<file path="src/hw/rtl/tcw_pkg.sv">
// ----------------------------------------------------------------------------
// tcw_pkg
// shared types and constants of the text console writer
// ----------------------------------------------------------------------------
`default_nettype none

package tcw_pkg;

  // fixed field widths of the console ports
  localparam int unsigned ROW_W  = 5;
  localparam int unsigned COL_W  = 7;
  localparam int unsigned CHAR_W = 8;
  localparam int unsigned CELL_W = 2 * CHAR_W;

  localparam logic [CHAR_W-1:0] CHAR_CR  = 8'h0d;
  localparam logic [CHAR_W-1:0] CHAR_LF  = 8'h0a;
  localparam logic [CHAR_W-1:0] CHAR_TAB = 8'h09;

  localparam logic [CHAR_W-1:0] ATTR_RESET = 8'd13;

  localparam logic KIND_PUT  = 1'b0;
  localparam logic KIND_READ = 1'b1;

  // depth of the command queue between front and back
  localparam int unsigned CMDQ_DEPTH = 2;

  typedef enum logic [1:0] {
    CMD_PUT     = 2'd0,
    CMD_NEWLINE = 2'd1,
    CMD_TAB     = 2'd2,
    CMD_READ    = 2'd3
  } cmd_e;

  typedef struct packed {
    cmd_e              kind;
    logic [CHAR_W-1:0] char_code;
    logic [ROW_W-1:0]  read_row;
    logic [COL_W-1:0]  read_col;
  } cmd_t;

  typedef struct packed {
    logic              wrote_cell;
    logic [ROW_W-1:0]  cell_row;
    logic [COL_W-1:0]  cell_col;
    logic [CHAR_W-1:0] cell_char;
    logic [CHAR_W-1:0] cell_attr;
    logic [ROW_W-1:0]  cursor_row;
    logic [COL_W-1:0]  cursor_col;
    logic              scrolled;
  } res_t;

endpackage

`default_nettype wire

</file>
<file path="src/hw/rtl/tcw_front.sv">
// ----------------------------------------------------------------------------
// tcw_front
// accepts items, classifies them and queues them for the back end
// ----------------------------------------------------------------------------
`default_nettype none

module tcw_front (
  input  wire logic                        clk_i,
  input  wire logic                        rst_ni,
  input  wire logic                        push,
  output logic                             full,
  input  wire logic                        kind_i,
  input  wire logic [tcw_pkg::CHAR_W-1:0]  char_code_i,
  input  wire logic [tcw_pkg::ROW_W-1:0]   read_row_i,
  input  wire logic [tcw_pkg::COL_W-1:0]   read_col_i,
  input  wire logic                        hold_i,
  output logic                             head_valid_o,
  output tcw_pkg::cmd_t                    head_o,
  input  wire logic                        head_pop_i
);
  import tcw_pkg::*;

  localparam int unsigned PW = (CMDQ_DEPTH > 1) ? $clog2(CMDQ_DEPTH) : 1;
  localparam int unsigned NW = $clog2(CMDQ_DEPTH + 1);

  cmd_t          ent_q [CMDQ_DEPTH];
  logic [PW-1:0] wr_ptr_q, wr_ptr_d;
  logic [PW-1:0] rd_ptr_q, rd_ptr_d;
  logic [NW-1:0] cnt_q, cnt_d;
  cmd_t          cmd;
  logic          do_push;
  logic          do_pop;

  // classify the incoming byte
  always_comb begin
    cmd.char_code = char_code_i;
    cmd.read_row  = read_row_i;
    cmd.read_col  = read_col_i;
    if (kind_i == KIND_READ) begin
      cmd.kind = CMD_READ;
    end else if (char_code_i == CHAR_CR || char_code_i == CHAR_LF) begin
      cmd.kind = CMD_NEWLINE;
    end else if (char_code_i == CHAR_TAB) begin
      cmd.kind = CMD_TAB;
    end else begin
      cmd.kind = CMD_PUT;
    end
  end

  assign full         = (cnt_q == NW'(CMDQ_DEPTH)) || hold_i;
  assign do_push      = push && !full;
  assign head_valid_o = (cnt_q != '0);
  assign do_pop       = head_pop_i && head_valid_o;
  assign head_o       = ent_q[rd_ptr_q];

  always_comb begin
    wr_ptr_d = wr_ptr_q;
    rd_ptr_d = rd_ptr_q;
    cnt_d    = cnt_q;
    if (do_push) begin
      wr_ptr_d = (wr_ptr_q == PW'(CMDQ_DEPTH - 1)) ? '0 : wr_ptr_q + PW'(1);
    end
    if (do_pop) begin
      rd_ptr_d = (rd_ptr_q == PW'(CMDQ_DEPTH - 1)) ? '0 : rd_ptr_q + PW'(1);
    end
    if (do_push && !do_pop) begin
      cnt_d = cnt_q + NW'(1);
    end else if (do_pop && !do_push) begin
      cnt_d = cnt_q - NW'(1);
    end
  end

  always_ff @(posedge clk_i or negedge rst_ni) begin
    if (!rst_ni) begin
      wr_ptr_q <= '0;
      rd_ptr_q <= '0;
      cnt_q    <= '0;
    end else begin
      wr_ptr_q <= wr_ptr_d;
      rd_ptr_q <= rd_ptr_d;
      cnt_q    <= cnt_d;
    end
  end

  always_ff @(posedge clk_i) begin
    if (do_push) begin
      ent_q[wr_ptr_q] <= cmd;
    end
  end

endmodule

`default_nettype wire

</file>
<file path="config.mk">
export PLATFORM = sky130hd
export DESIGN_NAME = tcw_front
export DESIGN_NICKNAME = d
export VERILOG_FILES = /design/src/hw/rtl/tcw_pkg.sv /design/src/hw/rtl/tcw_front.sv
export SDC_FILE = /design/constraint.sdc
export NUM_CORES = 1
export LEC_CHECK = 0
export BUFFER_PORTS_ARGS = -buffer_cell sky130_fd_sc_hd__buf_2
export CAP_MARGIN = 20
export CORE_UTILIZATION = 35
export CTS_CLUSTER_SIZE = 10
export DETAILED_ROUTE_END_ITERATION = 6
export PLACE_DENSITY_LB_ADDON = 0.08
export SYNTH_ARGS = -nofsm -noshare
export SYNTH_HDL_FRONTEND = slang
export SYNTH_SLANG_ARGS = --single-unit
</file>
<file path="constraint.sdc">
create_clock -name clk_i -period 2.24 [get_ports clk_i]
set_input_delay 0.112 -clock clk_i [delete_from_list [all_inputs] [get_ports clk_i]]
set_output_delay 0.112 -clock clk_i [all_outputs]
set_load 0.01 [all_outputs]
</file>
==> key figures, run 1 <==
Worst setup path
  • CP Capture Type: flip-flop
  • R2r startpoint: cnt_q[0]$_DFFE_PN0P_
  • Kind of launch point of the worst setup path: flip-flop
  • Critical path startpoint: cnt_q[0]$_DFFE_PN0P_
  • Crit path max fanout: 5
  • Slowest cell on the critical path: sky130_fd_sc_hd__dfrtp_1
  • Crit path capture: cnt_q[1]$_DFFE_PN0P_
  • Crit Reg-Reg Endpoint: cnt_q[1]$_DFFE_PN0P_
  • Crit Path Category: flip-flop to flip-flop
  • Largest stage delay, worst path: 0.44 ns
  • Data required time at the worst endpoint: 2.46 ns
  • Critical Path, Cell by Cell: o211ai_1 > inv_1 > ha_1 > xor2_1 > nor2_1 > xnor2_1
  • Worst-case register-to-register setup slack: 0.69 ns
  • Logic depth of the worst register-to-register path: 6
  • CP arrival: 1.77 ns

Die
  • Initial Utilization: 0.363
  • Core region area: 5110 um2
  • Count of standard-cell rows: 26
  • Die area: 5590 um2
  • Die Y: 74.7 um
  • Count of boundary I/O pins: 50
  • Horiz. Die Dim: 74.7 um

Pwr
  • Gate power share: 0.305
  • Leakage component of the power: 0.937 nW
  • Clk pwr share: 0.237
  • Post-layout power: 0.00257 W
  • NetSw: 0.000714 W
  • PwrDens: 1060 nW/um2
  • Peak VDD IR: 0.000431 V
  • Flop pwr share: 0.459
  • Switching share of power: 0.277
  • Int Pwr: 0.00186 W

Logic synthesis
  • Most area-consuming cells after synthesis: sky130_fd_sc_hd__edfxtp_1 (71%), sky130_fd_sc_hd__mux2_2 (13%), sky130_fd_sc_hd__dfrtp_1 (5.4%), sky130_fd_sc_hd__xnor2_1 (1.9%), sky130_fd_sc_hd__buf_6 (1.2%)
  • Post-synthesis average cell area: 19.3 um2
  • Yosys warns: 0
  • Number of synthesized flops with an enable pin: 44
  • Count of unique library cells instantiated by Yosys: 20
  • Total nets after synthesis: 123
  • Synth Cell Area: 1850 um2
  • Yosys top cell area share: 0.714
  • Most used flip-flop cell after synthesis: sky130_fd_sc_hd__edfxtp_1
  • Post-synth top area cell: sky130_fd_sc_hd__edfxtp_1
  • Gate Count Post-Synth: 96
  • Post-synth ARST share: 0.0833
  • Sequential element share of the synthesized area: 0.768
  • Synthesized flop and latch total: 48

Final layout
  • Sequential standard cell area: 1420 um2
  • Layout overhead on the synthesized area: 31.6%
  • Total Nets Final: 194
  • Antenna cells: 0
  • Multi-input gate area: 395 um2
  • Fill count: 484
  • Share of post-route cells with drive strength above 1: 0.518
  • Utilization after layout: 0.477

Clocking
  • Insertion delay to the later sink of the worst-skew pair: 0.29 ns
  • Clock-pin slew on the worst setup and hold paths: 0.09 ns
  • H-tree levels: 2
  • Root buffer selected by CTS: sky130_fd_sc_hd__clkbuf_8
  • Maximum root-to-sink buffer count: 2
  • CTS tree: built
  • Post-CTS setup repair buffer count: 0
  • Post-CTS resize count: 0
  • Number of buffers inserted during clock tree synthesis: 5
  • Hold-fix buffer count after cts: 9
  • Sink count of the clock tree: 48

Timing
  • Clock period minus worst slack: 1.55 ns
  • Setup violators final: 0
  • Post-Route Setup TNS: 0 ns
  • Min setup slack post-route: 0.689 ns
  • Transition time at the pin with the least slew margin: 0.415 ns
  • WHS: 0.0188 ns
  • Fin. max-slew vios: 0
  • Unrepaired setup endpoints after global routing: no
  • Number of failing hold endpoints at the final stage: 0
  • Max transition margin: 0.721
  • Skew final: 0.00379 ns
  • Maximum clock rate: 0.645 GHz
  • Share of the clock period used by the worst path after layout: 0.693

Routing
  • Number of vias after detailed routing: 1060
  • Average via count per standard cell: 4.45
  • Iter 0 DRT Violations: 25
  • Final routed DRC violation total: 0
  • Residual antenna-violating net count after detailed routing: 0
  • Routed Wire Length: 3200 um
  • Number of search-and-repair iterations in the first detailed-routing pass: 4
  • Wire length per cell: 13.5 um

Status
  • Outcome: finished, final reports clean

Place
  • Placer's final routability congestion estimate: 0.784
  • Port buffer count: 49
  • Detailed placer's ending HPWL: 2110 um
  • Pre-CTS worst setup slack: 0.708 ns

Global routing
  • Antenna violations before repair: 0
  • Wire length of the first global-routing pass: 4630 um
  • Largest net degree at the start of global routing: 23
  • Total global routing overflow: 0
  • Via count of the first global-routing pass: 1014
  • All-Layer GR Usage: 0.119

Hold path
  • Class of the tightest hold or removal check: primary input to flip-flop

Run
  • Max-Cap Viols: 0
[synthesized netlist by cell type, types with 2 or more instances]
master and count:
sky130_fd_sc_hd__buf_6 2, sky130_fd_sc_hd__dfrtp_1 4, sky130_fd_sc_hd__edfxtp_1 44, sky130_fd_sc_hd__inv_1 4
sky130_fd_sc_hd__mux2_2 22, sky130_fd_sc_hd__nor2_1 3, sky130_fd_sc_hd__xnor2_1 4
[final cells by class]
type / instances / share of cell area
clock inverters: 3 / 0.0175
flip-flops and latches: 48 / 0.583
repair buffers: 66 / 0.166
inverters: 4 / 0.00616
multi-input cells: 42 / 0.162
well taps: 70 / 0.0360
clock buffers: 5 / 0.0282
[layer usage]
layer / vias to the layer above / track usage / routed length (um)
met4: 0 / 0.0524 / 32
met2: 32 / 0.201 / 1630
met5: - / 0 / 0
met3: 4 / 0.0509 / 186
met1: 517 / 0.131 / 1360
li1: 507 / - / -
[cell families (layout without fill, tap and decap cells)]
logic type                 Yosys count  in the layout  share of synthesized area
DFF                                 48             48                      0.768
muxes                               22             22                      0.134
and+or+nand+nor                      9              9                     0.0264
buffers and inverters                6             78                     0.0203
AOI/OAI and AO/OA                    5              5                     0.0216
xor gates and xnor gates             5              5                     0.0236
adders and majority gates            1              1                    0.00676
[per-stage QoR]
stage / instances / cell area [um2]
after floorplan: 96 / 1850
after global placement: 217 / 2190
after detailed placement: 217 / 2190
after CTS: 234 / 2400
after global routing: 238 / 2440
final: 238 / 2440
[cell usage in the layout, fill, tap and decap left out, drive strengths merged]
cell / instances
buf: 53
edfxtp: 44
mux2: 22
dlygate4sd3: 13
clkbuf: 5
inv: 4
xnor2: 4
dfrtp: 4
nor2: 3
nand2: 2
nor4: 1
nand2b: 1
o22ai: 1
a31o: 1
o21a: 1
o211ai: 1
or2: 1
and3: 1
a41o: 1
xor2: 1
ha: 1
clkinv: 1
clkinvlp: 1
bufinv: 1
[critical path, delay by kind of cell (launching register included)]
kind	cells	cell delay, ns
simple gates	1	0.12
flops	1	0.44
xor+xnor	2	0.26
fa+ha+maj	1	0.22
buf+inv	1	0.09
compound gates	1	0.35
[sequential cells by signal, summed over array words and instances, names as in the netlist]
name and count:
ent_q 44, wr_ptr_q 1, cnt_q 2, rd_ptr_q 1
[how the worst min path moves through the flow]
| stage | cells after the start | end | slack [ns] | startpoint |
|---|---|---|---|---|
| final | 1 | ent_q[1][16]$_DFFE_PP_ | 0.02 | char_code_i[4] |
| after detailed placement | 1 | cnt_q[0]$_DFFE_PN0P_ | -0.08 | rst_ni |
| after global routing | 1 | ent_q[1][16]$_DFFE_PP_ | 0.009 | char_code_i[4] |
| after global placement | 1 | cnt_q[1]$_DFFE_PN0P_ | -0.08 | rst_ni |
| after CTS | 1 | ent_q[0][1]$_DFFE_PP_ | 0.0002 | read_col_i[1] |
| after floorplan | 0 | cnt_q[0]$_DFFE_PN0P_ | -0.18 | rst_ni |
[power by group through the flow]
| stage | clock, W | combinational [W] | sequential, W |
|---|---|---|---|
| 5_1_grt | 0.000664 | 0.000860 | 0.00119 |
| 4_1_cts | 0.000630 | 0.000800 | 0.00118 |
| 2_1_floorplan | 0 | 0.000527 | 0.00120 |
| 3_3_place_gp | 0 | 0.000774 | 0.00119 |
| 6_report | 0.000609 | 0.000785 | 0.00118 |
| 3_5_place_dp | 0 | 0.000783 | 0.00120 |
Note: power is estimated with default switching activity, not from simulation.
==> run 2: changes to the inputs <==
clock period = 1.6 ns   (was 2.24 ns; I/O delays follow)
==> run 2 against run 1 <==
  * Combinational power grew 46%
  * Sequential cell count is the same
  * Clock skew grew 0.0037 ns
  * Count of clock-buffer cells in the layout is the same
  * Clock power grew 39%
  * Sequential share of layout area shrank 1.6 points
  * Global-route usage grew 1.0 points
  * Final cell count grew 2.9%
  * Setup slack lost 0.57 ns
  * Via count grew 2.0%
  * Non-clock buffer count grew 7
==> key figures, run 2 (same netlist as run 1, synthesis figures left out) <==
Status
  • Outcome: finished, final reports clean

Timing
  • Share of the clock period used by the worst path after layout: 0.929
  • Unrepaired setup endpoints after global routing: no
  • WHS: 0.0212 ns
  • Transition time at the pin with the least slew margin: 0.366 ns
  • Skew final: 0.00745 ns
  • Setup violators final: 0
  • Max transition margin: 0.754
  • Fin. max-slew vios: 0
  • Maximum clock rate: 0.673 GHz
  • Post-Route Setup TNS: 0 ns
  • Number of failing hold endpoints at the final stage: 0
  • Clock period minus worst slack: 1.49 ns

Worst setup path
  • Crit Path Category: flip-flop to output pin
  • CP arrival: 1.41 ns
  • Worst-case register-to-register setup slack: 0.15 ns
  • Kind of launch point of the worst setup path: flip-flop
  • Crit path max fanout: 16
  • Data required time at the worst endpoint: 1.52 ns
  • Crit Reg-Reg Endpoint: cnt_q[1]$_DFFE_PN0P_
  • Logic depth of the worst register-to-register path: 6
  • R2r startpoint: cnt_q[0]$_DFFE_PN0P_
  • CP Capture Type: output pin

Place
  • Detailed placer's ending HPWL: 2260 um
  • Port buffer count: 49
  • Placer's final routability congestion estimate: 0.676

Final layout
  • Flip-flop count of the largest register after layout: 44
  • Largest regs: ent_q x44, cnt_q x2
  • Multi-input gate area: 400 um2
  • Sequential standard cell area: 1420 um2
  • Fill count: 459
  • Top reg by flops: ent_q
  • Most common cell after layout, fill and taps aside: sky130_fd_sc_hd__buf_2
  • Commonest non-fill, non-tap cells in the layout: sky130_fd_sc_hd__buf_2 (49), sky130_fd_sc_hd__edfxtp_1 (44), sky130_fd_sc_hd__mux2_2 (22)
  • Antenna cells: 0
  • Share of post-route cells with drive strength above 1: 0.509
  • Total Nets Final: 201
  • Layout overhead on the synthesized area: 35.2%
  • Utilization after layout: 0.490

Hold path
  • Startpoint of the tightest hold check path: char_code_i[3]
  • Class of the tightest hold or removal check: primary input to flip-flop
  • Worst Hold Path EP: ent_q[1][15]$_DFFE_PP_
  • Hold depth: 1

Routing
  • Routed Wire Length: 3310 um
  • Number of vias after detailed routing: 1081
  • Iter 0 DRT Violations: 51
  • Average via count per standard cell: 4.41
  • Residual antenna-violating net count after detailed routing: 0
  • Wire length per cell: 13.5 um
  • Final routed DRC violation total: 0
  • Number of search-and-repair iterations in the first detailed-routing pass: 4

Clocking
  • Maximum root-to-sink buffer count: 2
  • H-tree levels: 2
  • Post-CTS setup repair buffer count: 0
  • Sink count of the clock tree: 48
  • CTS tree: built
  • Clock-pin slew on the worst setup and hold paths: 0.08 ns
  • Number of buffers inserted during clock tree synthesis: 5
  • Root buffer selected by CTS: sky130_fd_sc_hd__clkbuf_8
  • Insertion delay to the later sink of the worst-skew pair: 0.29 ns

Pwr
  • PwrDens: 1460 nW/um2
  • Leakage component of the power: 0.971 nW
  • Peak VDD IR: 0.000607 V

Global routing
  • Total global routing overflow: 0
  • Met1 track demand over resource in global routing: 0.144
  • Met2 track utilization from global routing: 0.225
  • Largest net degree at the start of global routing: 17
  • Met3 demand-to-capacity share in global routing: 0.0442
  • Global route hottest layer: met2
  • Wire length of the first global-routing pass: 5030 um
  • All-Layer GR Usage: 0.129
  • Antenna violations before repair: 0
  • Via count of the first global-routing pass: 1089

Die
  • Count of boundary I/O pins: 50
  • Die Y: 74.7 um
  • Core region area: 5110 um2
  • Initial Utilization: 0.363
  • Count of standard-cell rows: 26
  • Die area: 5590 um2
  • Horiz. Die Dim: 74.7 um

Run
  • Max-Cap Viols: 0
[run 2: cell count changes in the layout (fill, tap and decap cells not counted), sizes merged]
cell	delta
dlygate4sd3	+4
buf	+3
clkinv	+1
clkinvlp	-1
[run 2: worst max path at each step]
stage / to / from / cells past startpoint
after floorplan: ent_q[1][0]$_DFFE_PP_ / cnt_q[1]$_DFFE_PN0P_ / 3
after global placement: cnt_q[1]$_DFFE_PN0P_ / cnt_q[0]$_DFFE_PN0P_ / 6
after detailed placement: cnt_q[1]$_DFFE_PN0P_ / cnt_q[0]$_DFFE_PN0P_ / 6
after CTS: head_o[21] / rd_ptr_q$_DFFE_PN0P_ / 3
after global routing: head_o[21] / rd_ptr_q$_DFFE_PN0P_ / 3
final: head_o[21] / rd_ptr_q$_DFFE_PN0P_ / 3
[run 2: cell type report]
cell class | count | share of cell area
sequential | 48 | 0.568
timing repair buffer | 73 | 0.187
multi-input combinational | 42 | 0.160
tap | 70 | 0.0350
clock buffer | 5 | 0.0275
clock inverter | 3 | 0.0170
inverter | 4 | 0.00600
[run 2: per-layer routing]
layer / vias to the layer above / part of all wire
met5: - / 0
met4: 0 / 0.011
met3: 4 / 0.055
met2: 34 / 0.52
met1: 524 / 0.41
li1: 519 / -
[run 2: report_power, final]
| part | internal (W) | switching (W) | total (W) |
|---|---|---|---|
| Clock | 0.000463 | 0.000384 | 0.000847 |
| Combinational | 0.000587 | 0.000559 | 0.00115 |
| Sequential | 0.00158 | 0.0000764 | 0.00166 |
| Total | 0.00263 | 0.00102 | 0.00365 |
[run 2: worst max-delay path, stage by stage, from the launching register on]
cell and delay (ns):
sky130_fd_sc_hd__dfrtp_1 0.36, sky130_fd_sc_hd__buf_4 0.25, sky130_fd_sc_hd__mux2_2 0.37, sky130_fd_sc_hd__buf_2 0.14
[run 2: metrics by stage]
stage | power, W | cells | instance area (um2) | setup slack, ns
floorplan | 0.00243 | 96 | 1860 | 0.0332
global placement | 0.00279 | 220 | 2220 | 0.243
detailed placement | 0.00283 | 220 | 2220 | 0.168
CTS | 0.00371 | 245 | 2500 | 0.0749
global route | 0.00386 | 245 | 2500 | 0.0264
finish | 0.00365 | 245 | 2500 | 0.114
[run 2: repair_timing]
item	4_1_cts	5_1_grt
hold buffers	17	0
resized for setup	0	0
hold endpoints to repair	35	0
==> run 3: changes to the inputs <==
CELL_PAD_IN_SITES_DETAIL_PLACEMENT = 1   (was unset)
CELL_PAD_IN_SITES_GLOBAL_PLACEMENT = 2   (was unset)
==> run 3 against run 2 <==
  * Register-to-register slack lost 0.02 ns
  * Critical path depth is the same
  * Wire length grew 9.0%
  * Largest power group unchanged
  * Global-route usage grew 1.1 points
  * Total power grew 0.79%
  * Worst hold slack is essentially flat
  * Utilization grew 0.44 points
  * Via count grew 1.9%
==> key figures, run 3 (same netlist as run 1, synthesis figures left out) <==
Place
  • Placer's final routability congestion estimate: 0.750
  • # placed instances: 220
  • Port buffer count: 49
  • Detailed placer's ending HPWL: 2530 um
  • Pre-CTS worst setup slack: 0.136 ns

Timing
  • Fin. max-slew vios: 0
  • Share of the clock period used by the worst path after layout: 0.921
  • Transition time at the pin with the least slew margin: 0.366 ns
  • Skew final: 0.00516 ns
  • Number of failing hold endpoints at the final stage: 0
  • Setup violators final: 0
  • Min setup slack post-route: 0.127 ns
  • Maximum clock rate: 0.679 GHz
  • Unrepaired setup endpoints after global routing: no
  • Post-Route Setup TNS: 0 ns
  • Max transition margin: 0.754
  • Clock period minus worst slack: 1.47 ns

Die
  • Initial Utilization: 0.363
  • Die Y: 74.7 um
  • Count of boundary I/O pins: 50
  • Core region area: 5110 um2
  • Count of standard-cell rows: 26
  • Die area: 5590 um2
  • Horiz. Die Dim: 74.7 um

Final layout
  • Largest regs: ent_q x44, cnt_q x2
  • Finished Layout Cells: 246
  • Most common cell after layout, fill and taps aside: sky130_fd_sc_hd__buf_2
  • Antenna cells: 0
  • Commonest non-fill, non-tap cells in the layout: sky130_fd_sc_hd__buf_2 (49), sky130_fd_sc_hd__edfxtp_1 (44), sky130_fd_sc_hd__mux2_2 (22)
  • Layout overhead on the synthesized area: 36.4%
  • Share of post-route cells with drive strength above 1: 0.511
  • Flip-flop count of the largest register after layout: 44
  • Total Nets Final: 202
  • Top reg by flops: ent_q

Worst setup path
  • Data required time at the worst endpoint: 1.52 ns
  • Crit path max fanout: 15
  • CP Capture Type: output pin
  • Crit Path Category: flip-flop to output pin
  • Kind of launch point of the worst setup path: flip-flop
  • CP arrival: 1.39 ns

Clocking
  • Root buffer selected by CTS: sky130_fd_sc_hd__clkbuf_8
  • Hold-fix buffer count after cts: 18
  • Post-CTS resize count: 0
  • Insertion delay to the later sink of the worst-skew pair: 0.29 ns
  • Sink count of the clock tree: 48
  • CTS tree: built
  • H-tree levels: 2
  • Maximum root-to-sink buffer count: 2
  • Clock-pin slew on the worst setup and hold paths: 0.09 ns
  • Number of buffers inserted during clock tree synthesis: 5
  • Post-CTS setup repair buffer count: 0

Routing
  • Wire length per cell: 14.6 um
  • Residual antenna-violating net count after detailed routing: 0
  • Iter 0 DRT Violations: 24
  • Final routed DRC violation total: 0
  • Number of vias after detailed routing: 1101
  • Number of search-and-repair iterations in the first detailed-routing pass: 3
  • Average via count per standard cell: 4.48
  • Routed Wire Length: 3600 um

Global routing
  • Largest net degree at the start of global routing: 18
  • Wire length of the first global-routing pass: 5560 um
  • Total global routing overflow: 0
  • Via count of the first global-routing pass: 1196
  • All-Layer GR Usage: 0.140
  • Antenna violations before repair: 0

Hold path
  • Class of the tightest hold or removal check: primary input to flip-flop

Pwr
  • Int Pwr: 0.00264 W
  • Peak VDD IR: 0.000589 V
  • Flop pwr share: 0.453
  • Gate power share: 0.318
  • NetSw: 0.00103 W
  • Switching share of power: 0.281
  • Leakage component of the power: 0.977 nW
  • PwrDens: 1460 nW/um2
  • Clk pwr share: 0.229

Run
  • Max-Cap Viols: 0

Status
  • Outcome: finished, final reports clean
run 3: cell count changes in the layout (fill, tap and decap cells not counted), sizes merged:
cell	previous run	this run
clkinv	2	1
clkinvlp	0	1
dlygate4sd3	17	18
run 3: final timing paths:
kind,startpoint,to,slack [ns],depth (start not counted)
setup / recovery,rd_ptr_q$_DFFE_PN0P_,head_o[20],0.13,3
hold / removal,char_code_i[2],ent_q[0][14]$_DFFE_PP_,0.02,1
setup reg to reg,cnt_q[0]$_DFFE_PN0P_,cnt_q[1]$_DFFE_PN0P_,0.13,6
hold reg to reg,wr_ptr_q$_DFFE_PN0P_,wr_ptr_q$_DFFE_PN0P_,0.57,1
max in group asynchronous,rst_ni,rd_ptr_q$_DFFE_PN0P_,1.36,2
min in group asynchronous,rst_ni,cnt_q[1]$_DFFE_PN0P_,0.12,2
run 3: per-layer routing:
metal / vias up / track usage / share of wire
met2: 31 / 0.247 / 0.53
met1: 542 / 0.156 / 0.40
met5: - / 0 / 0
met4: 0 / 0.0566 / 0.014
li1: 522 / - / -
met3: 6 / 0.0482 / 0.052
run 3: through the flow:
stage               hold slack (ns)   util  instance area (um2)  power [W]
CTS                          0.0103  0.495                 2530    0.00375
finish                       0.0211  0.495                 2530    0.00368
global placement             -0.107  0.438                 2230    0.00280
floorplan                    -0.216      -                 1860    0.00243
detailed placement           -0.106  0.438                 2230    0.00285
global route                 0.0158  0.495                 2530    0.00389
run 3: power by group through the flow:
stage	Sequential, W	Combinational, W	Clock [W]
2_1_floorplan	0.00168	0.000743	0
5_1_grt	0.00168	0.00128	0.000921
3_5_place_dp	0.00170	0.00116	0
4_1_cts	0.00167	0.00120	0.000878
3_3_place_gp	0.00168	0.00113	0
6_report	0.00167	0.00117	0.000843
run 3: worst max-delay path, stage by stage, from the launching register on:
cell	delay, ns
sky130_fd_sc_hd__dfrtp_1	0.35
sky130_fd_sc_hd__buf_4	0.24
sky130_fd_sc_hd__mux2_2	0.37
sky130_fd_sc_hd__buf_2	0.14
run 3: final cells by class:
type	count	area, um2
clock buffer	5	68.8
multi-input combinational	42	400
timing repair buffer	74	490
sequential	48	1420
clock inverter	3	42.5
inverter	4	15.0
fill	523	2580
tap	70	87.6
